File: src/design/fpsp_pkg.sv
// ----------------------------------------------------------------------------
// fpsp_pkg
// Shared types and constants of the printf format specifier parser: input
// kinds, character classes, character codes, token types, size codes and the
// token record that travels from the parse engine to the result register.
// ----------------------------------------------------------------------------
package fpsp_pkg;

   localparam int ARG_INDEX_BITS_DEF = 8;
   localparam int CHAR_TABLE_LEN_DEF = 123;

   localparam int CODE_BITS      = 21;
   localparam int KIND_BITS      = 2;
   localparam int ARG_FIELD_BITS = 8;
   localparam int REQ_TDATA_BITS = 24;
   localparam int REQ_TUSER_BITS = 2;
   localparam int RSP_TDATA_BITS = 80;
   localparam int RSP_TUSER_BITS = 2;

   // Input item kinds.
   localparam logic [KIND_BITS-1:0] KIND_CHAR    = 2'd0;
   localparam logic [KIND_BITS-1:0] KIND_END     = 2'd1;
   localparam logic [KIND_BITS-1:0] KIND_RESTART = 2'd2;

   // Character classes seen by the transition table.
   typedef enum logic [3:0] {
      C_END, C_PCT, C_FLAG, C_NUM, C_STAR, C_DOT, C_SIZE, C_TYPE, C_ZERO
   } char_class_type;

   // Character codes (7-bit, the table never covers more).
   localparam logic [6:0] CH_SPACE = 7'h20; // ' '
   localparam logic [6:0] CH_HASH  = 7'h23; // '#'
   localparam logic [6:0] CH_PCT   = 7'h25; // '%'
   localparam logic [6:0] CH_STAR  = 7'h2A; // '*'
   localparam logic [6:0] CH_PLUS  = 7'h2B; // '+'
   localparam logic [6:0] CH_MINUS = 7'h2D; // '-'
   localparam logic [6:0] CH_DOT   = 7'h2E; // '.'
   localparam logic [6:0] CH_ZERO  = 7'h30; // '0'
   localparam logic [6:0] CH_ONE   = 7'h31; // '1'
   localparam logic [6:0] CH_NINE  = 7'h39; // '9'
   localparam logic [6:0] CH_UA    = 7'h41; // 'A'
   localparam logic [6:0] CH_UE    = 7'h45; // 'E'
   localparam logic [6:0] CH_UF    = 7'h46; // 'F'
   localparam logic [6:0] CH_UG    = 7'h47; // 'G'
   localparam logic [6:0] CH_UL    = 7'h4C; // 'L'
   localparam logic [6:0] CH_UX    = 7'h58; // 'X'
   localparam logic [6:0] CH_A     = 7'h61; // 'a'
   localparam logic [6:0] CH_C     = 7'h63; // 'c'
   localparam logic [6:0] CH_D     = 7'h64; // 'd'
   localparam logic [6:0] CH_E     = 7'h65; // 'e'
   localparam logic [6:0] CH_F     = 7'h66; // 'f'
   localparam logic [6:0] CH_G     = 7'h67; // 'g'
   localparam logic [6:0] CH_H     = 7'h68; // 'h'
   localparam logic [6:0] CH_I     = 7'h69; // 'i'
   localparam logic [6:0] CH_J     = 7'h6A; // 'j'
   localparam logic [6:0] CH_L     = 7'h6C; // 'l'
   localparam logic [6:0] CH_N     = 7'h6E; // 'n'
   localparam logic [6:0] CH_O     = 7'h6F; // 'o'
   localparam logic [6:0] CH_P     = 7'h70; // 'p'
   localparam logic [6:0] CH_S     = 7'h73; // 's'
   localparam logic [6:0] CH_T     = 7'h74; // 't'
   localparam logic [6:0] CH_U     = 7'h75; // 'u'
   localparam logic [6:0] CH_X     = 7'h78; // 'x'
   localparam logic [6:0] CH_Z     = 7'h7A; // 'z'

   // Token types.
   localparam logic [3:0] TT_LITERAL = 4'd0;
   localparam logic [3:0] TT_ESCAPE  = 4'd1;
   localparam logic [3:0] TT_SDEC    = 4'd2;
   localparam logic [3:0] TT_OCT     = 4'd3;
   localparam logic [3:0] TT_UDEC    = 4'd4;
   localparam logic [3:0] TT_HEX     = 4'd5;
   localparam logic [3:0] TT_F       = 4'd6;
   localparam logic [3:0] TT_E       = 4'd7;
   localparam logic [3:0] TT_G       = 4'd8;
   localparam logic [3:0] TT_A       = 4'd9;
   localparam logic [3:0] TT_C       = 4'd10;
   localparam logic [3:0] TT_S       = 4'd11;
   localparam logic [3:0] TT_P       = 4'd12;
   localparam logic [3:0] TT_N       = 4'd13;

   // Size modifiers.
   localparam logic [3:0] SZ_NORMAL = 4'd0;
   localparam logic [3:0] SZ_H      = 4'd1;
   localparam logic [3:0] SZ_HH     = 4'd2;
   localparam logic [3:0] SZ_L      = 4'd3;
   localparam logic [3:0] SZ_LL     = 4'd4;
   localparam logic [3:0] SZ_BIG_L  = 4'd5;
   localparam logic [3:0] SZ_Z      = 4'd6;
   localparam logic [3:0] SZ_J      = 4'd7;
   localparam logic [3:0] SZ_T      = 4'd8;

   // Flag bit positions.
   localparam int FLAG_LEFT  = 0;
   localparam int FLAG_PLUS  = 1;
   localparam int FLAG_SPACE = 2;
   localparam int FLAG_ZERO  = 3;
   localparam int FLAG_ALT   = 4;
   localparam int FLAG_UPPER = 5;

   // Width and precision sources.
   localparam logic [1:0] MODE_DEFAULT = 2'd0;
   localparam logic [1:0] MODE_LITERAL = 2'd1;
   localparam logic [1:0] MODE_ARG     = 2'd2;
   localparam logic [1:0] MODE_UNUSED  = 2'd3;

   localparam logic [15:0] VALUE_MAX = 16'hFFFF;

   typedef struct packed {
      logic [ARG_FIELD_BITS-1:0] value_arg;
      logic [ARG_FIELD_BITS-1:0] precision_arg;
      logic [1:0]                precision_mode;
      logic [15:0]               precision_value;
      logic [ARG_FIELD_BITS-1:0] width_arg;
      logic [1:0]                width_mode;
      logic [15:0]               width_value;
      logic [3:0]                size_mod;
      logic [5:0]                flag_bits;
      logic [3:0]                token_type;
   } token_record_type;

   typedef struct packed {
      logic             include_char;
      logic             emit;
      token_record_type rec;
   } parse_result_type;

endpackage

File: src/design/fpsp_classify.sv
// ----------------------------------------------------------------------------
// fpsp_classify
// Maps a character code to the class that indexes the transition table.
// ----------------------------------------------------------------------------
module fpsp_classify #(
   parameter int CHAR_TABLE_LEN = fpsp_pkg::CHAR_TABLE_LEN_DEF
) (
   input  logic [fpsp_pkg::CODE_BITS-1:0] code,
   output fpsp_pkg::char_class_type       cls
);

   localparam logic [fpsp_pkg::CODE_BITS-1:0] TABLE_END =
      fpsp_pkg::CODE_BITS'(CHAR_TABLE_LEN);

   always_comb begin
      if (code >= TABLE_END) begin
         cls = fpsp_pkg::C_END;
      end else begin
         unique case (code[6:0]) inside
            fpsp_pkg::CH_SPACE, fpsp_pkg::CH_HASH,
            fpsp_pkg::CH_PLUS, fpsp_pkg::CH_MINUS:   cls = fpsp_pkg::C_FLAG;
            fpsp_pkg::CH_PCT:                        cls = fpsp_pkg::C_PCT;
            fpsp_pkg::CH_STAR:                       cls = fpsp_pkg::C_STAR;
            fpsp_pkg::CH_DOT:                        cls = fpsp_pkg::C_DOT;
            fpsp_pkg::CH_ZERO:                       cls = fpsp_pkg::C_ZERO;
            [fpsp_pkg::CH_ONE:fpsp_pkg::CH_NINE]:    cls = fpsp_pkg::C_NUM;
            fpsp_pkg::CH_UL, fpsp_pkg::CH_H, fpsp_pkg::CH_J,
            fpsp_pkg::CH_L, fpsp_pkg::CH_T, fpsp_pkg::CH_Z: cls = fpsp_pkg::C_SIZE;
            fpsp_pkg::CH_UA, fpsp_pkg::CH_UE, fpsp_pkg::CH_UF,
            fpsp_pkg::CH_UG, fpsp_pkg::CH_UX,
            fpsp_pkg::CH_A, fpsp_pkg::CH_C, fpsp_pkg::CH_D,
            fpsp_pkg::CH_E, fpsp_pkg::CH_F, fpsp_pkg::CH_G,
            fpsp_pkg::CH_I, fpsp_pkg::CH_N, fpsp_pkg::CH_O,
            fpsp_pkg::CH_P, fpsp_pkg::CH_S, fpsp_pkg::CH_U,
            fpsp_pkg::CH_X:                          cls = fpsp_pkg::C_TYPE;
            default:                                 cls = fpsp_pkg::C_END;
         endcase
      end
   end

endmodule

File: src/design/fpsp_engine.sv
// ----------------------------------------------------------------------------
// fpsp_engine
// Parse state, argument counter and token record, with the transition table
// and the record update for one item. The result is combinational; the
// state advances on step.
// ----------------------------------------------------------------------------
module fpsp_engine #(
   parameter int ARG_INDEX_BITS = fpsp_pkg::ARG_INDEX_BITS_DEF,
   parameter int CHAR_TABLE_LEN = fpsp_pkg::CHAR_TABLE_LEN_DEF
) (
   input  logic                           clock,
   input  logic                           reset,
   input  logic                           step,
   input  logic [fpsp_pkg::KIND_BITS-1:0] kind,
   input  logic [fpsp_pkg::CODE_BITS-1:0] code,
   output fpsp_pkg::parse_result_type     result
);

   typedef enum logic [2:0] {
      S_STR, S_FMT, S_FLAG, S_WIDTH, S_PREC, S_SIZE
   } state_type;

   typedef enum logic [3:0] {
      A_NONE, A_START, A_ESC, A_FLAG, A_SETW, A_W, A_VARW,
      A_SETP, A_P, A_VARP, A_SIZE, A_ERR, A_END
   } action_type;

   function automatic state_type next_of(state_type s, fpsp_pkg::char_class_type c);
      state_type n;
      n = S_STR;
      unique case (s)
         S_STR: begin
            if (c == fpsp_pkg::C_PCT) n = S_FMT;
         end
         S_FMT, S_FLAG: begin
            case (c) inside
               fpsp_pkg::C_FLAG, fpsp_pkg::C_ZERO: n = S_FLAG;
               fpsp_pkg::C_NUM, fpsp_pkg::C_STAR:  n = S_WIDTH;
               fpsp_pkg::C_DOT:                    n = S_PREC;
               fpsp_pkg::C_SIZE:                   n = S_SIZE;
               default:                            n = S_STR;
            endcase
         end
         S_WIDTH: begin
            case (c) inside
               fpsp_pkg::C_NUM, fpsp_pkg::C_STAR, fpsp_pkg::C_ZERO: n = S_WIDTH;
               fpsp_pkg::C_DOT:                                     n = S_PREC;
               fpsp_pkg::C_SIZE:                                    n = S_SIZE;
               default:                                             n = S_STR;
            endcase
         end
         S_PREC: begin
            case (c) inside
               fpsp_pkg::C_NUM, fpsp_pkg::C_STAR, fpsp_pkg::C_ZERO: n = S_PREC;
               fpsp_pkg::C_SIZE:                                    n = S_SIZE;
               default:                                             n = S_STR;
            endcase
         end
         S_SIZE: begin
            if (c == fpsp_pkg::C_SIZE) n = S_SIZE;
         end
         default: n = S_STR;
      endcase
      return n;
   endfunction

   function automatic action_type action_of(state_type s, fpsp_pkg::char_class_type c);
      action_type a;
      a = A_ERR;
      unique case (s)
         S_STR: begin
            a = (c == fpsp_pkg::C_PCT) ? A_START : A_NONE;
         end
         S_FMT, S_FLAG: begin
            case (c) inside
               fpsp_pkg::C_PCT:                    a = (s == S_FMT) ? A_ESC : A_ERR;
               fpsp_pkg::C_FLAG, fpsp_pkg::C_ZERO: a = A_FLAG;
               fpsp_pkg::C_NUM:                    a = A_SETW;
               fpsp_pkg::C_STAR:                   a = A_VARW;
               fpsp_pkg::C_DOT:                    a = A_SETP;
               fpsp_pkg::C_SIZE:                   a = A_SIZE;
               fpsp_pkg::C_TYPE:                   a = A_END;
               default:                            a = A_ERR;
            endcase
         end
         S_WIDTH: begin
            case (c) inside
               fpsp_pkg::C_NUM, fpsp_pkg::C_ZERO: a = A_W;
               fpsp_pkg::C_STAR:                  a = A_VARW;
               fpsp_pkg::C_DOT:                   a = A_SETP;
               fpsp_pkg::C_SIZE:                  a = A_SIZE;
               fpsp_pkg::C_TYPE:                  a = A_END;
               default:                           a = A_ERR;
            endcase
         end
         S_PREC: begin
            // A second dot closes the specifier as a conversion.
            case (c) inside
               fpsp_pkg::C_NUM, fpsp_pkg::C_ZERO: a = A_P;
               fpsp_pkg::C_STAR:                  a = A_VARP;
               fpsp_pkg::C_DOT, fpsp_pkg::C_TYPE: a = A_END;
               fpsp_pkg::C_SIZE:                  a = A_SIZE;
               default:                           a = A_ERR;
            endcase
         end
         S_SIZE: begin
            case (c) inside
               fpsp_pkg::C_SIZE: a = A_SIZE;
               fpsp_pkg::C_TYPE: a = A_END;
               default:          a = A_ERR;
            endcase
         end
         default: a = A_ERR;
      endcase
      return a;
   endfunction

   // Decimal accumulation v * 10 + d, saturating at the 16-bit maximum.
   function automatic logic [15:0] accumulate(logic [15:0] v, logic [3:0] d);
      logic [19:0] n;
      n = ({4'b0, v} << 3) + ({4'b0, v} << 1) + {16'b0, d};
      return (n > {4'b0, fpsp_pkg::VALUE_MAX}) ? fpsp_pkg::VALUE_MAX : n[15:0];
   endfunction

   state_type                  state_ff, state_in;
   logic [ARG_INDEX_BITS-1:0]  count_ff, count_in;
   fpsp_pkg::token_record_type rec_ff, rec_in;
   fpsp_pkg::char_class_type   cls;
   action_type                 act;
   logic [ARG_INDEX_BITS+fpsp_pkg::ARG_FIELD_BITS-1:0] count_ext;
   logic [fpsp_pkg::ARG_FIELD_BITS-1:0]                arg_idx;
   logic [6:0]                 ch;
   logic [3:0]                 digit;
   logic                       emit, incl;

   fpsp_classify #(
      .CHAR_TABLE_LEN(CHAR_TABLE_LEN)
   ) u_classify (
      .code(code),
      .cls (cls)
   );

   // Argument indices are the low bits of the counter, zero-extended when
   // the counter is narrower than the field.
   assign count_ext = {{fpsp_pkg::ARG_FIELD_BITS{1'b0}}, count_ff};
   assign arg_idx   = count_ext[fpsp_pkg::ARG_FIELD_BITS-1:0];
   assign ch        = code[6:0];
   assign digit     = code[3:0];
   assign act       = action_of(state_ff, cls);

   always_comb begin
      state_in = state_ff;
      count_in = count_ff;
      rec_in   = rec_ff;
      emit     = 1'b0;
      incl     = 1'b0;
      unique case (kind)
         fpsp_pkg::KIND_END: begin
            rec_in.token_type = fpsp_pkg::TT_LITERAL;
            emit              = 1'b1;
         end
         fpsp_pkg::KIND_RESTART: begin
            state_in = S_STR;
            count_in = '0;
         end
         fpsp_pkg::KIND_CHAR: begin
            state_in = next_of(state_ff, cls);
            case (act)
               A_START: begin
                  rec_in.token_type     = fpsp_pkg::TT_LITERAL;
                  rec_in.size_mod       = fpsp_pkg::SZ_NORMAL;
                  rec_in.width_mode     = fpsp_pkg::MODE_DEFAULT;
                  rec_in.precision_mode = fpsp_pkg::MODE_DEFAULT;
                  rec_in.flag_bits      = '0;
                  emit                  = 1'b1;
               end
               A_ESC: begin
                  rec_in.token_type = fpsp_pkg::TT_ESCAPE;
                  emit              = 1'b1;
                  incl              = 1'b1;
               end
               A_FLAG: begin
                  case (ch)
                     fpsp_pkg::CH_MINUS: rec_in.flag_bits[fpsp_pkg::FLAG_LEFT]  = 1'b1;
                     fpsp_pkg::CH_PLUS:  rec_in.flag_bits[fpsp_pkg::FLAG_PLUS]  = 1'b1;
                     fpsp_pkg::CH_SPACE: rec_in.flag_bits[fpsp_pkg::FLAG_SPACE] = 1'b1;
                     fpsp_pkg::CH_ZERO:  rec_in.flag_bits[fpsp_pkg::FLAG_ZERO]  = 1'b1;
                     fpsp_pkg::CH_HASH:  rec_in.flag_bits[fpsp_pkg::FLAG_ALT]   = 1'b1;
                     default: ;
                  endcase
               end
               A_SETW: begin
                  rec_in.width_mode  = fpsp_pkg::MODE_LITERAL;
                  rec_in.width_value = {12'b0, digit};
               end
               A_W: rec_in.width_value = accumulate(rec_ff.width_value, digit);
               A_VARW: begin
                  rec_in.width_mode = fpsp_pkg::MODE_ARG;
                  rec_in.width_arg  = arg_idx;
                  count_in          = count_ff + ARG_INDEX_BITS'(1);
               end
               A_SETP: begin
                  rec_in.precision_mode  = fpsp_pkg::MODE_LITERAL;
                  rec_in.precision_value = '0;
               end
               A_P: rec_in.precision_value = accumulate(rec_ff.precision_value, digit);
               A_VARP: begin
                  rec_in.precision_mode = fpsp_pkg::MODE_ARG;
                  rec_in.precision_arg  = arg_idx;
                  count_in              = count_ff + ARG_INDEX_BITS'(1);
               end
               A_SIZE: begin
                  case (ch)
                     fpsp_pkg::CH_H: rec_in.size_mod =
                        (rec_ff.size_mod == fpsp_pkg::SZ_H) ? fpsp_pkg::SZ_HH : fpsp_pkg::SZ_H;
                     fpsp_pkg::CH_L: rec_in.size_mod =
                        (rec_ff.size_mod == fpsp_pkg::SZ_L) ? fpsp_pkg::SZ_LL : fpsp_pkg::SZ_L;
                     fpsp_pkg::CH_UL: rec_in.size_mod = fpsp_pkg::SZ_BIG_L;
                     fpsp_pkg::CH_Z:  rec_in.size_mod = fpsp_pkg::SZ_Z;
                     fpsp_pkg::CH_J:  rec_in.size_mod = fpsp_pkg::SZ_J;
                     fpsp_pkg::CH_T:  rec_in.size_mod = fpsp_pkg::SZ_T;
                     default: ;
                  endcase
               end
               A_ERR: begin
                  rec_in.token_type = fpsp_pkg::TT_LITERAL;
                  emit              = 1'b1;
               end
               A_END: begin
                  // Letters not listed (a closing dot) keep the current type.
                  case (ch)
                     fpsp_pkg::CH_D, fpsp_pkg::CH_I: rec_in.token_type = fpsp_pkg::TT_SDEC;
                     fpsp_pkg::CH_O: rec_in.token_type = fpsp_pkg::TT_OCT;
                     fpsp_pkg::CH_U: rec_in.token_type = fpsp_pkg::TT_UDEC;
                     fpsp_pkg::CH_X: begin
                        rec_in.token_type                    = fpsp_pkg::TT_HEX;
                        rec_in.flag_bits[fpsp_pkg::FLAG_UPPER] = 1'b0;
                     end
                     fpsp_pkg::CH_UX: begin
                        rec_in.token_type                    = fpsp_pkg::TT_HEX;
                        rec_in.flag_bits[fpsp_pkg::FLAG_UPPER] = 1'b1;
                     end
                     fpsp_pkg::CH_F, fpsp_pkg::CH_UF: rec_in.token_type = fpsp_pkg::TT_F;
                     fpsp_pkg::CH_E: begin
                        rec_in.token_type                    = fpsp_pkg::TT_E;
                        rec_in.flag_bits[fpsp_pkg::FLAG_UPPER] = 1'b0;
                     end
                     fpsp_pkg::CH_UE: begin
                        rec_in.token_type                    = fpsp_pkg::TT_E;
                        rec_in.flag_bits[fpsp_pkg::FLAG_UPPER] = 1'b1;
                     end
                     fpsp_pkg::CH_G: begin
                        rec_in.token_type                    = fpsp_pkg::TT_G;
                        rec_in.flag_bits[fpsp_pkg::FLAG_UPPER] = 1'b0;
                     end
                     fpsp_pkg::CH_UG: begin
                        rec_in.token_type                    = fpsp_pkg::TT_G;
                        rec_in.flag_bits[fpsp_pkg::FLAG_UPPER] = 1'b1;
                     end
                     fpsp_pkg::CH_A: begin
                        rec_in.token_type                    = fpsp_pkg::TT_A;
                        rec_in.flag_bits[fpsp_pkg::FLAG_UPPER] = 1'b0;
                     end
                     fpsp_pkg::CH_UA: begin
                        rec_in.token_type                    = fpsp_pkg::TT_A;
                        rec_in.flag_bits[fpsp_pkg::FLAG_UPPER] = 1'b1;
                     end
                     fpsp_pkg::CH_C: rec_in.token_type = fpsp_pkg::TT_C;
                     fpsp_pkg::CH_S: rec_in.token_type = fpsp_pkg::TT_S;
                     fpsp_pkg::CH_P: rec_in.token_type = fpsp_pkg::TT_P;
                     fpsp_pkg::CH_N: rec_in.token_type = fpsp_pkg::TT_N;
                     default: ;
                  endcase
                  rec_in.value_arg = arg_idx;
                  count_in         = count_ff + ARG_INDEX_BITS'(1);
                  emit             = 1'b1;
                  incl             = 1'b1;
               end
               default: ;
            endcase
         end
         default: ;
      endcase
   end

   assign result.emit         = emit;
   assign result.include_char = incl;
   assign result.rec          = rec_in;

   always_ff @(posedge clock) begin
      if (reset) begin
         state_ff <= S_STR;
         count_ff <= '0;
         rec_ff   <= '0;
      end else if (step) begin
         state_ff <= state_in;
         count_ff <= count_in;
         rec_ff   <= rec_in;
      end
   end

endmodule

File: src/design/printf_format_spec_parser_unit.sv
// ----------------------------------------------------------------------------
// printf_format_spec_parser_unit
// Path: an accepted item is held in the input register; its parse result is
// then loaded into the result register, from which it is shown.
// Throughput: one item per cycle unless the result side stalls.
// Reset: synchronous; both registers empty, parser in plain string state,
// argument counter zero, token record all zero.
// ----------------------------------------------------------------------------
module printf_format_spec_parser_unit #(
   parameter int ARG_INDEX_BITS = fpsp_pkg::ARG_INDEX_BITS_DEF,
   parameter int CHAR_TABLE_LEN = fpsp_pkg::CHAR_TABLE_LEN_DEF
) (
   input  logic                                clock,
   input  logic                                reset,
   input  logic                                req_tvalid,
   output logic                                req_tready,
   // code [20:0], zero padding [23:21]
   input  logic [fpsp_pkg::REQ_TDATA_BITS-1:0] req_tdata,
   // kind [1:0]
   input  logic [fpsp_pkg::REQ_TUSER_BITS-1:0] req_tuser,
   output logic                                rsp_tvalid,
   input  logic                                rsp_tready,
   // token_type [3:0], flag_bits [9:4], size_mod [13:10], width_value [29:14],
   // width_mode [31:30], width_arg [39:32], precision_value [55:40],
   // precision_mode [57:56], precision_arg [65:58], value_arg [73:66],
   // zero padding [79:74]
   output logic [fpsp_pkg::RSP_TDATA_BITS-1:0] rsp_tdata,
   // emit [0], include_char [1]
   output logic [fpsp_pkg::RSP_TUSER_BITS-1:0] rsp_tuser
);

   // The input register takes one transfer per cycle unless stalled. Its item
   // goes to the parse engine whenever the result register is free or being
   // drained in the same cycle; the engine's state advances at that edge, so
   // the result register always holds the record of the last parsed item.

   logic                           in_valid_ff, in_valid_in;
   logic [fpsp_pkg::KIND_BITS-1:0] in_kind_ff;
   logic [fpsp_pkg::CODE_BITS-1:0] in_code_ff;
   logic                           rsp_valid_ff, rsp_valid_in;
   fpsp_pkg::parse_result_type     rsp_res_ff;
   fpsp_pkg::parse_result_type     eng_result;
   logic                           advance;
   logic                           req_take;

   assign advance    = in_valid_ff && (!rsp_valid_ff || rsp_tready);
   assign req_tready = !in_valid_ff || advance;
   assign req_take   = req_tvalid && req_tready;

   always_comb begin
      in_valid_in = in_valid_ff;
      if (req_take) begin
         in_valid_in = 1'b1;
      end else if (advance) begin
         in_valid_in = 1'b0;
      end
      rsp_valid_in = rsp_valid_ff;
      if (advance) begin
         rsp_valid_in = 1'b1;
      end else if (rsp_tready) begin
         rsp_valid_in = 1'b0;
      end
   end

   always_ff @(posedge clock) begin
      if (reset) begin
         in_valid_ff  <= 1'b0;
         rsp_valid_ff <= 1'b0;
      end else begin
         in_valid_ff  <= in_valid_in;
         rsp_valid_ff <= rsp_valid_in;
      end
   end

   // Payload registers carry no reset.
   always_ff @(posedge clock) begin
      if (req_take) begin
         in_kind_ff <= req_tuser[fpsp_pkg::KIND_BITS-1:0];
         in_code_ff <= req_tdata[fpsp_pkg::CODE_BITS-1:0];
      end
      if (advance) begin
         rsp_res_ff <= eng_result;
      end
   end

   fpsp_engine #(
      .ARG_INDEX_BITS(ARG_INDEX_BITS),
      .CHAR_TABLE_LEN(CHAR_TABLE_LEN)
   ) u_engine (
      .clock (clock),
      .reset (reset),
      .step  (advance),
      .kind  (in_kind_ff),
      .code  (in_code_ff),
      .result(eng_result)
   );

   assign rsp_tvalid = rsp_valid_ff;
   assign rsp_tuser  = {rsp_res_ff.include_char, rsp_res_ff.emit};
   assign rsp_tdata  = {6'b0, rsp_res_ff.rec};

endmodule

File: config.mk
export PLATFORM = sky130hd
export DESIGN_NAME = printf_format_spec_parser_unit
export DESIGN_NICKNAME = d
export VERILOG_FILES = /design/src/design/fpsp_pkg.sv /design/src/design/fpsp_classify.sv /design/src/design/fpsp_engine.sv /design/src/design/printf_format_spec_parser_unit.sv
export SDC_FILE = /design/constraint.sdc
export NUM_CORES = 1
export LEC_CHECK = 0
export ABC_CLOCK_PERIOD_IN_PS = 7600
export BUFFER_PORTS_ARGS = -buffer_cell sky130_fd_sc_hd__buf_2
export CORE_ASPECT_RATIO = 0.5
export CORE_MARGIN = 2
export CORE_UTILIZATION = 30
export DETAILED_ROUTE_END_ITERATION = 6
export GPL_ROUTABILITY_DRIVEN = 0
export PLACE_DENSITY = 0.5
export SYNTH_ARGS = -nofsm -noshare
export SYNTH_HDL_FRONTEND = slang
export SYNTH_SLANG_ARGS = --single-unit
File: constraint.sdc
create_clock -name clock -period 7.6 [get_ports clock]
set_input_delay 1.52 -clock clock [delete_from_list [all_inputs] [get_ports clock]]
set_output_delay 1.52 -clock clock [all_outputs]
set_load 0.02 [all_outputs]
==> results by group, run 1 <==
Run status
  • Status: complete, no violations

Placement
  • DP HPWL: 20.0 mm
  • Inst Count DP: 1609
  • Dpl ws: 2540 ps
  • Area after DPL: 11600 um2
  • # port buffers: 104

STA
  • Final Setup Violations: 0
  • Final WS setup: 2360 ps
  • Pins over their slew limit: 0
  • Final hold viol count: 0
  • RSZ-0062 raised after global routing: false
  • Worst-Margin Slew: 1250 ps
  • Sum Neg Setup Slack: 0 ps
  • Minimum clock period: 5240 ps
  • Tcrit/Tclk final: 0.689
  • Clock skew: 12.3 ps
  • Max Clk Rate: 191 MHz
  • Rel. slew slack: 0.166

Yosys
  • Leading area contributor after synthesis: edfxtp_1
  • EDFF count, synth: 99
  • Synthesized flop and latch total: 186
  • Gate Count Post-Synth: 1080
  • Yosys cell types: 94
  • Avg Cell Area, Syn: 9.93 um2
  • Yosys Warn Count: 0
  • Top_reg_cell synth: edfxtp_1
  • Asr flop ratio synth: 0
  • Area contributors post-synth: edfxtp_1 28%, dfxtp_1 16%, ha_1 7.4%
  • Synth top area share: 0.277
  • Sequential element share of the synthesized area: 0.440
  • Netlist Area Pre-Place: 10700 um2

Final layout
  • Most common cell after layout, fill and taps aside: nor2_1
  • Share of cells above drive strength 1: 0.173
  • Final nets: 1251
  • Layout area overhead: 13.7%
  • Diode count: 0
  • Layout Cell Area excl Fill: 12200 um2
  • Final core occ: 0.350
  • Most frequent cells in the layout: 117 x nor2_1, 104 x buf_2, 99 x edfxtp_1, 87 x dfxtp_1, 67 x nand2_1
  • Final Non-Filler Cells: 1642

Worst setup path
  • Crit path kind: flop to flop
  • Worst endpoint required time: 7960 ps
  • WP data arrival: 5590 ps
  • Reg2Reg Setup Slack: 2360 ps
  • Worst Setup End Kind: flop
  • CP Max Fanout: 22
  • CP Launch Type: flop
  • Reg2Reg Launch Point: in_code_ff[3]
  • RR Endpoint: u_engine.rec_ff[48]
  • Reg2reg path depth: 10

Job
  • # Max-Cap Violations: 0

Floorplanning
  • I/O pins: 114
  • Die area: 37400 um2
  • Core ar.: 34800 um2
  • FP Rows: 48
  • Initial core utilization: 0.308
  • Chip width: 271 um
  • Die height: 138 um

Hold path
  • Worst Hold Endpoint: u_engine.rec_ff[5]
  • Hold Crit Class: flop to flop
  • Hold depth: 2
  • Hold_sp: u_engine.rec_ff[5]

Clock network
  • Post_cts resized: 0
  • Clock Tree Buf Depth: 2
  • CTS Hold Bufs: 0
  • Clk pin slew, worst setup/hold paths: 70 ps
  • CTS Root Cell: clkbuf_16
  • Post-CTS Setup Inserts: 0
  • Clk Latency, worst-skew pair: 450 ps
  • CTS H-tree depth: 4
  • CTS tree: built
  • # clock sinks: 186
  • TritonCTS buffer count: 17

Power
  • Part of the power in registers: 0.513
  • Gate power share: 0.077
  • Max VDD drop: 0.149 mV
  • Clk network pwr share: 0.410
  • Pwr Density: 179 nW/um2
  • Pleak: 4.75 nW
  • Sw frac: 0.248
  • NetSw: 0.540 mW
  • Internal: 1.64 mW

Global routing
  • Largest net degree at the start of global routing: 61
  • Gr usage total: 0.155
  • First-pass GRT wire length: 45.8 mm
  • Vias in the first global route: 8430
  • Gr ovfl total: 0
  • Initial antenna violation count: 0

Detailed routing
  • Vias: 8522
  • DR iter-0 viols: 699
  • DR pass1 iterations: 7
  • Antenna-violating nets left: 0
  • Via density per instance: 5.19
  • # DRC: 0
  • Routed wire length: 28.5 mm
  • Wire per inst: 17.3 um
[flip-flops by register name, indices dropped and copies added (netlist names)]
| signal | flops |
|---|---|
| u_engine.state_ff | 3 |
| in_code_ff | 21 |
| rsp_tvalid | 1 |
| u_engine.rec_ff | 74 |
| rsp_tuser | 2 |
| in_valid_ff | 1 |
| in_kind_ff | 2 |
| rsp_tdata | 74 |
| u_engine.arg_idx | 8 |
[worst max-delay path: stages, from the launching register on]
cell	delay [ps]
edfxtp_1	960
nand2b_1	280
or4b_4	630
nor3b_4	200
a41oi_4	370
nand4bb_1	430
a31oi_1	290
buf_4	260
nor4_1	550
nand3_1	740
o22ai_1	420
[metal layers]
layer / global-route usage / vias to the layer above / share of wire / wire [um]
met5: 0 / - / 0 / 0
met4: 0.0437 / 0 / 0.016 / 464
met3: 0.0333 / 30 / 0.043 / 1230
met2: 0.256 / 176 / 0.47 / 13300
met1: 0.205 / 4148 / 0.47 / 13500
li1: - / 4168 / - / -
[cell usage after synthesis (14+ instances only)]
cell type and n:
a21o_1 14, a21oi_1 50, a31oi_1 15, clkbuf_1 37, dfxtp_1 87, edfxtp_1 99
ha_1 63, inv_1 40, mux2_2 19, nand2_1 67, nand2b_1 41, nand3_1 22
nor2_1 117, nor3_1 18, o21a_1 24, o21ai_0 48, o22ai_1 38, xnor2_1 20
[worst max-delay path by stage]
| stage | from | end | slack (ps) | cells past startpoint |
|---|---|---|---|---|
| finish | in_code_ff[3] | u_engine.rec_ff[48] | 2360 | 10 |
| global route | in_code_ff[3] | u_engine.rec_ff[49] | 2110 | 10 |
| CTS | in_code_ff[3] | u_engine.rec_ff[48] | 2510 | 10 |
| detailed placement | in_code_ff[3] | u_engine.rec_ff[48] | 2540 | 10 |
| global placement | in_code_ff[3] | u_engine.rec_ff[54] | 2630 | 10 |
| floorplan | rsp_tready | rsp_tdata[0] | 2570 | 6 |
[final cells by class]
| type | instances | area, um2 |
|---|---|---|
| tap | 475 | 594 |
| fill | 3574 | 22600 |
| clock buffer | 19 | 433 |
| clock inverter | 13 | 143 |
| timing repair buffer | 112 | 584 |
| sequential | 186 | 4710 |
| inverter | 40 | 153 |
| multi-input combinational | 797 | 5570 |
[power groups by stage]
stage | sequential [mW] | combinational, mW | clock (mW)
6_report | 1.12 | 0.168 | 0.893
5_1_grt | 1.12 | 0.183 | 0.960
4_1_cts | 1.12 | 0.169 | 0.919
3_5_place_dp | 1.14 | 0.169 | 0
3_3_place_gp | 1.14 | 0.165 | 0
2_1_floorplan | 1.16 | 0.0977 | 0
[metrics by stage]
| step | hold WS, ps | power [mW] |
|---|---|---|
| 2_1_floorplan | 425 | 1.26 |
| 3_3_place_gp | 436 | 1.31 |
| 3_5_place_dp | 443 | 1.31 |
| 4_1_cts | 452 | 2.21 |
| 5_1_grt | 476 | 2.27 |
| 6_report | 451 | 2.18 |
[kinds of logic (layout without fill, tap and decap cells)]
group | Yosys count | in the layout | synth area share
compound gates | 298 | 298 | 0.197
mux | 29 | 29 | 0.0321
buf+inv | 102 | 184 | 0.0428
flops | 186 | 186 | 0.440
simple gates | 374 | 374 | 0.188
xor+xnor | 23 | 23 | 0.0188
other cells | 1 | 6 | 0.000350
fa+ha+maj | 67 | 67 | 0.0810
Note: power is estimated with default switching activity, not from simulation.
==> run 2: changes to the inputs <==
--- a/config.mk
+++ b/config.mk
@@ -5,14 +5,14 @@
 export SDC_FILE = /design/constraint.sdc
 export NUM_CORES = 1
 export LEC_CHECK = 0
-export ABC_CLOCK_PERIOD_IN_PS = 7600
+export ABC_CLOCK_PERIOD_IN_PS = 4580
 export BUFFER_PORTS_ARGS = -buffer_cell sky130_fd_sc_hd__buf_2
 export CORE_ASPECT_RATIO = 0.5
 export CORE_MARGIN = 2
 export CORE_UTILIZATION = 30
 export DETAILED_ROUTE_END_ITERATION = 6
 export GPL_ROUTABILITY_DRIVEN = 0
-export PLACE_DENSITY = 0.5
+export PLACE_DENSITY = 0.52
 export SYNTH_ARGS = -nofsm -noshare
 export SYNTH_HDL_FRONTEND = slang
 export SYNTH_SLANG_ARGS = --single-unit
==> constraint.sdc (replaced) <==
create_clock -name clock -period 4.58 [get_ports clock]
set_input_delay 0.916 -clock clock [delete_from_list [all_inputs] [get_ports clock]]
set_output_delay 0.916 -clock clock [all_outputs]
set_load 0.02 [all_outputs]
==> run 2 against run 1 <==
  * Clock skew up 0.79 ps
  * Flip-flop and latch count unchanged
  * Register-to-register slack worse by 2000 ps
  * Count of clock-buffer cells in the layout down 1
  * Routed wire length up 0.84%
  * Worst setup slack worse by 2000 ps
  * Critical path depth unchanged
==> results by group, run 2 (synthesis results as in run 1) <==
Run status
  • Status: complete, no violations

Worst setup path
  • CP max stage cell: edfxtp_1
  • Worst endpoint required time: 4760 ps (-3200 ps)
  • CP Launch Type: flop
  • WP data arrival: 4440 ps (-1150 ps)
  • Reg2Reg Launch Point: in_code_ff[1]
  • Crit path kind: flop to flop
  • CP Max Fanout: 12 (-45%)
  • Reg2Reg Setup Slack: 320 ps (-2040 ps)
  • RR Endpoint: rsp_tdata[0]
  • Cell breakdown of the critical path: buf_4 -> nor4_4 -> a211o_1 -> a41oi_1 -> o21ai_0 -> nand2_4 -> a311oi_1 -> o21ai_2 -> a31oi_1 -> o21ai_0
  • CP top delay family: compound AO/OA/AOI/OAI gates
  • Worst Setup End Kind: flop
  • Worst path most repeated cell: o21ai_0
  • Crit path largest cell delay: 620 ps (-340 ps)
  • Reg2reg path depth: 10 (unchanged)
  • Crit path buffers/inverters: 1 (unchanged)

Power
  • Max VDD drop: 0.206 mV (+39%)
  • Pleak: 4.88 nW (+2.8%)
  • Pwr Density: 293 nW/um2 (+64%)
  • Total power: 3.64 mW (+67%)

Final layout
  • Final core occ: 0.356 (+0.00585)
  • Layout Cell Area excl Fill: 12400 um2 (+1.7%)
  • Diode count: 0 (unchanged)
  • Final nets: 1275 (+1.9%)
  • Most frequent cells in the layout: 117 x nor2_1, 104 x buf_2, 99 x edfxtp_1, 87 x dfxtp_1, 67 x nand2_1
  • Share of cells above drive strength 1: 0.193 (+0.0200)
  • Layout area overhead: 15.6%
  • Most common cell after layout, fill and taps aside: nor2_1

Clock network
  • CTS Root Cell: clkbuf_16
  • CTS H-tree depth: 4 (unchanged)
  • CTS tree: built
  • Clk Latency, worst-skew pair: 460 ps (about the same)
  • Clk pin slew, worst setup/hold paths: 70 ps (about the same)
  • TritonCTS buffer count: 17 (unchanged)
  • Post-CTS Setup Inserts: 0 (unchanged)
  • CTS Hold Bufs: 0 (unchanged)
  • Clock Tree Buf Depth: 2 (unchanged)
  • Post_cts resized: 0 (unchanged)
  • # clock sinks: 186 (unchanged)

STA
  • Final hold viol count: 0 (unchanged)
  • Minimum clock period: 4260 ps (-979 ps)
  • Final Setup Violations: 0 (unchanged)
  • RSZ-0062 raised after global routing: false
  • Max Clk Rate: 235 MHz (+23%)
  • Tcrit/Tclk final: 0.930 (+0.241)
  • Worst-Margin Slew: 1180 ps (-68.9 ps)
  • Pins over their slew limit: 0 (unchanged)
  • Rel. slew slack: 0.209 (+0.0430)
  • Clock skew: 13.1 ps (+0.793 ps)
  • Sum Neg Setup Slack: 0 ps (unchanged)

Placement
  • # port buffers: 104 (unchanged)
  • DP HPWL: 20.6 mm (+3.0%)
  • Area after DPL: 11800 um2 (+1.7%)

Detailed routing
  • DR pass1 iterations: 5 (-2)
  • Wire per inst: 17.2 um (-0.61%)
  • Via density per instance: 5.18 (-0.27%)
  • # DRC: 0 (unchanged)
  • Routed wire length: 28.7 mm (+0.84%)
  • Antenna-violating nets left: 0 (unchanged)
  • Vias: 8623 (+1.2%)
  • DR iter-0 viols: 675 (-3.4%)

Global routing
  • Met2 Use GR: 0.251 (-0.00482)
  • Gr busiest metal: met2
  • Met3 GRT Util: 0.0354 (+0.00209)
  • Initial antenna violation count: 0 (unchanged)
  • Grt met1 use: 0.206 (+0.000473)
  • Gr usage total: 0.156 (+0.000672)
  • First-pass GRT wire length: 45.7 mm (-0.24%)
  • Largest net degree at the start of global routing: 60 (-1.6%)
  • Gr ovfl total: 0 (unchanged)
  • Vias in the first global route: 8407 (-0.27%)

Floorplanning
  • Die height: 138 um (unchanged)
  • Chip width: 271 um (unchanged)
  • FP Rows: 48 (unchanged)
  • Initial core utilization: 0.308 (unchanged)
  • Core ar.: 34800 um2 (unchanged)
  • Die area: 37400 um2 (unchanged)
  • I/O pins: 114 (unchanged)

Hold path
  • Hold depth: 2 (unchanged)
  • Hold Crit Class: flop to flop
  • Worst Hold Endpoint: u_engine.rec_ff[5]
  • Hold_sp: u_engine.rec_ff[5]

Job
  • # Max-Cap Violations: 0 (unchanged)
[run 2: tightest hold or removal path, cell delays in order, from the launching register on]
cell and delay (ps):
dfxtp_1 310, inv_1 40, a21oi_1 50
[run 2: routing by layer]
| metal | share of wire | vias to the layer above |
|---|---|---|
| met5 | 0 | - |
| met3 | 0.047 | 42 |
| met4 | 0.022 | 0 |
| li1 | - | 4220 |
| met1 | 0.48 | 4168 |
| met2 | 0.45 | 193 |
[run 2: layout make-up]
class | instances | area (um2)
clock buffers | 18 | 429
clock inverters | 14 | 154
fillers | 3532 | 22400
inverters | 40 | 153
multi-input cells | 797 | 5580
flip-flops and latches | 186 | 4710
well taps | 475 | 594
repair buffers | 136 | 773
[run 2: how the worst max path moves through the flow]
stage / from / cells past startpoint / slack [ps] / endpoint
6_report: in_code_ff[1] / 10 / 320 / rsp_tdata[0]
5_1_grt: in_code_ff[1] / 12 / 60 / rsp_tdata[1]
4_1_cts: in_code_ff[3] / 12 / 290 / rsp_tdata[15]
3_5_place_dp: in_code_ff[3] / 12 / 310 / rsp_tdata[15]
3_3_place_gp: in_code_ff[3] / 12 / 360 / rsp_tdata[0]
2_1_floorplan: rsp_tready / 6 / 160 / rsp_tdata[0]
[run 2: power by group]
part | switching (mW) | internal, mW | total [mW]
clock | 0.723 | 0.772 | 1.50
combinational | 0.194 | 0.0999 | 0.294
sequential | 0.0291 | 1.82 | 1.85
total | 0.947 | 2.69 | 3.64
[run 2: metrics by stage]
stage,cells,worst slack (ps),hold WS (ps)
2_1_floorplan,1085,155,425
3_3_place_gp,1634,358,434
3_5_place_dp,1634,306,445
4_1_cts,1666,291,454
5_1_grt,1666,63.0,489
6_report,1666,322,452
==> run 3: changes to the inputs <==
--- a/config.mk
+++ b/config.mk
@@ -6,13 +6,13 @@
 export NUM_CORES = 1
 export LEC_CHECK = 0
 export ABC_CLOCK_PERIOD_IN_PS = 4580
-export BUFFER_PORTS_ARGS = -buffer_cell sky130_fd_sc_hd__buf_2
 export CORE_ASPECT_RATIO = 0.5
 export CORE_MARGIN = 2
 export CORE_UTILIZATION = 30
 export DETAILED_ROUTE_END_ITERATION = 6
+export DONT_BUFFER_PORTS = 1
 export GPL_ROUTABILITY_DRIVEN = 0
-export PLACE_DENSITY = 0.52
+export PLACE_DENSITY = 0.49
 export SYNTH_ARGS = -nofsm -noshare
 export SYNTH_HDL_FRONTEND = slang
 export SYNTH_SLANG_ARGS = --single-unit
==> run 3 against run 2 <==
  * Fmax is 1.2% higher
  * Clock power hardly changed
  * Worst setup slack better by 50 ps
  * Highest routed layer is now met5
==> results by group, run 3 (synthesis results as in run 1) <==
Final layout
  • Most frequent cells in the layout: 117 x nor2_1, 99 x edfxtp_1, 87 x dfxtp_1, 67 x nand2_1, 63 x ha_1
  • Final core occ: 0.342 (-0.0142)
  • Filler instances: 3537 (+0.14%)
  • Most common cell after layout, fill and taps aside: nor2_1
  • Final nets: 1173 (-8.0%)
  • Share of cells above drive strength 1: 0.117 (-0.0765)
  • Diode count: 0 (unchanged)
  • Layout area overhead: 11.0%

Worst setup path
  • Worst endpoint required time: 4850 ps (+90 ps)
  • CP Launch Type: flop
  • Crit path largest cell delay: 830 ps (+210 ps)
  • WP data arrival: 4470 ps (+30 ps)
  • CP Max Fanout: 16 (+4)
  • Crit path kind: flop to flop
  • Cell breakdown of the critical path: nand2b_2 -> or4b_4 -> nor3b_4 -> a41oi_4 -> nand4bb_1 -> buf_4 -> a31o_2 -> nand2_2 -> or3_4 -> o22a_1 -> a32oi_1
  • CP max stage cell: edfxtp_1
  • Worst Setup End Kind: flop

Detailed routing
  • Routed wire length: 28.3 mm (-1.3%)
  • DR iter-0 viols: 645 (-4.4%)
  • DR pass1 iterations: 5 (unchanged)
  • Wire per inst: 18.1 um (+5.1%)
  • Antenna-violating nets left: 0 (unchanged)
  • # DRC: 0 (unchanged)
  • Via density per instance: 5.31 (+2.7%)
  • Vias: 8310 (-3.6%)

Floorplanning
  • I/O pins: 114 (unchanged)
  • Die area: 37400 um2 (unchanged)
  • Die height: 138 um (unchanged)
  • FP Rows: 48 (unchanged)
  • Chip width: 271 um (unchanged)
  • Initial core utilization: 0.308 (unchanged)
  • Core ar.: 34800 um2 (unchanged)

Clock network
  • Clock Tree Buf Depth: 2 (unchanged)
  • TritonCTS buffer count: 17 (unchanged)
  • Clk Latency, worst-skew pair: 450 ps (about the same)
  • CTS Root Cell: clkbuf_16
  • # clock sinks: 186 (unchanged)
  • CTS tree: built
  • CTS Hold Bufs: 0 (unchanged)
  • Clk pin slew, worst setup/hold paths: 70 ps (about the same)
  • CTS H-tree depth: 4 (unchanged)

STA
  • Final hold slack: 469 ps (+16.9 ps)
  • Clock skew: 8.20 ps (-4.87 ps)
  • Final Setup Violations: 0 (unchanged)
  • Minimum clock period: 4210 ps (-50.4 ps)
  • Worst-Margin Slew: 778 ps (-403 ps)
  • Pins over their slew limit: 0 (unchanged)
  • Sum Neg Setup Slack: 0 ps (unchanged)
  • Final WS setup: 373 ps (+50.4 ps)
  • Rel. slew slack: 0.481 (+0.272)
  • Final hold viol count: 0 (unchanged)
  • RSZ-0062 raised after global routing: false
  • Max Clk Rate: 238 MHz (+1.2%)
  • Tcrit/Tclk final: 0.919 (-0.0110)

Job
  • # Max-Cap Violations: 0 (unchanged)

Run status
  • Status: complete, no violations

Power
  • Max VDD drop: 0.206 mV (about the same)
  • Pleak: 4.50 nW (-7.8%)
  • Pwr Density: 301 nW/um2 (+2.5%)

Global routing
  • Gr usage total: 0.153 (-0.00235)
  • First-pass GRT wire length: 44.4 mm (-2.9%)
  • Initial antenna violation count: 2 (+2)
  • Vias in the first global route: 7951 (-5.4%)
  • Largest net degree at the start of global routing: 65 (+8.3%)
  • Gr ovfl total: 0 (unchanged)

Placement
  • Dpl ws: 217 ps (-88.7 ps)
  • DP HPWL: 20.2 mm (-1.9%)
  • # port buffers: 0 (-100%)

Hold path
  • Hold Crit Class: flop to flop
## run 3: changes by cell type in the layout (fill, tap and decap cells not counted), moves of 2 or more
cell      delta
buf_2      -104
clkinv_4     +2
inv_6        -2
inv_8        +2
## run 3: layout make-up
cell class	instances	area, um2	area share
clock buffer	18	429	0.0361
clock inverter	14	153	0.0128
inverter	40	153	0.0128
multi-input combinational	797	5570	0.469
sequential	186	4710	0.396
tap	475	594	0.0500
timing repair buffer	34	280	0.0236
## run 3: where the power goes
group	total, mW	internal (mW)	switching, mW
sequential	1.90	1.82	0.0800
clock	1.48	0.773	0.709
combinational	0.195	0.0719	0.123
total	3.58	2.67	0.912
## run 3: critical path, delay by kind of cell, from the launching register on
kind                   cells  cell delay [ps]
and+or+nand+nor            6             1870
buffers and inverters      1              190
DFF                        1              830
AOI/OAI and AO/OA          4             1120
## run 3: path summary, 6_finish.rpt
path                      start                  to  slack (ps)  cells past startpoint
min          u_engine.rec_ff[5]  u_engine.rec_ff[5]         470                      2
max               in_code_ff[1]        rsp_tdata[3]         370                     11
min reg2reg  u_engine.rec_ff[5]  u_engine.rec_ff[5]         470                      2
max reg2reg       in_code_ff[1]        rsp_tdata[3]         370                     11
## run 3: what timing repair did
action | CTS | global route
buffers inserted | 0 | 0
resized for setup | 0 | 1
setup endpoints to repair | 0 | 8
## run 3: metal layers
| metal | up-vias | track usage | part of all wire |
|---|---|---|---|
| met5 | - | 0 | 0.00071 |
| met4 | 4 | 0.0528 | 0.018 |
| met3 | 33 | 0.0375 | 0.047 |
| met2 | 188 | 0.248 | 0.46 |
| met1 | 4077 | 0.201 | 0.47 |
| li1 | 4008 | - | - |
## run 3: through the flow
step | power (mW) | std cells | area (um2)
2_1_floorplan | 2.08 | 1085 | 10700
3_3_place_gp | 2.13 | 1532 | 11300
3_5_place_dp | 2.14 | 1532 | 11300
4_1_cts | 3.63 | 1564 | 11900
5_1_grt | 3.73 | 1564 | 11900
6_report | 3.58 | 1564 | 11900
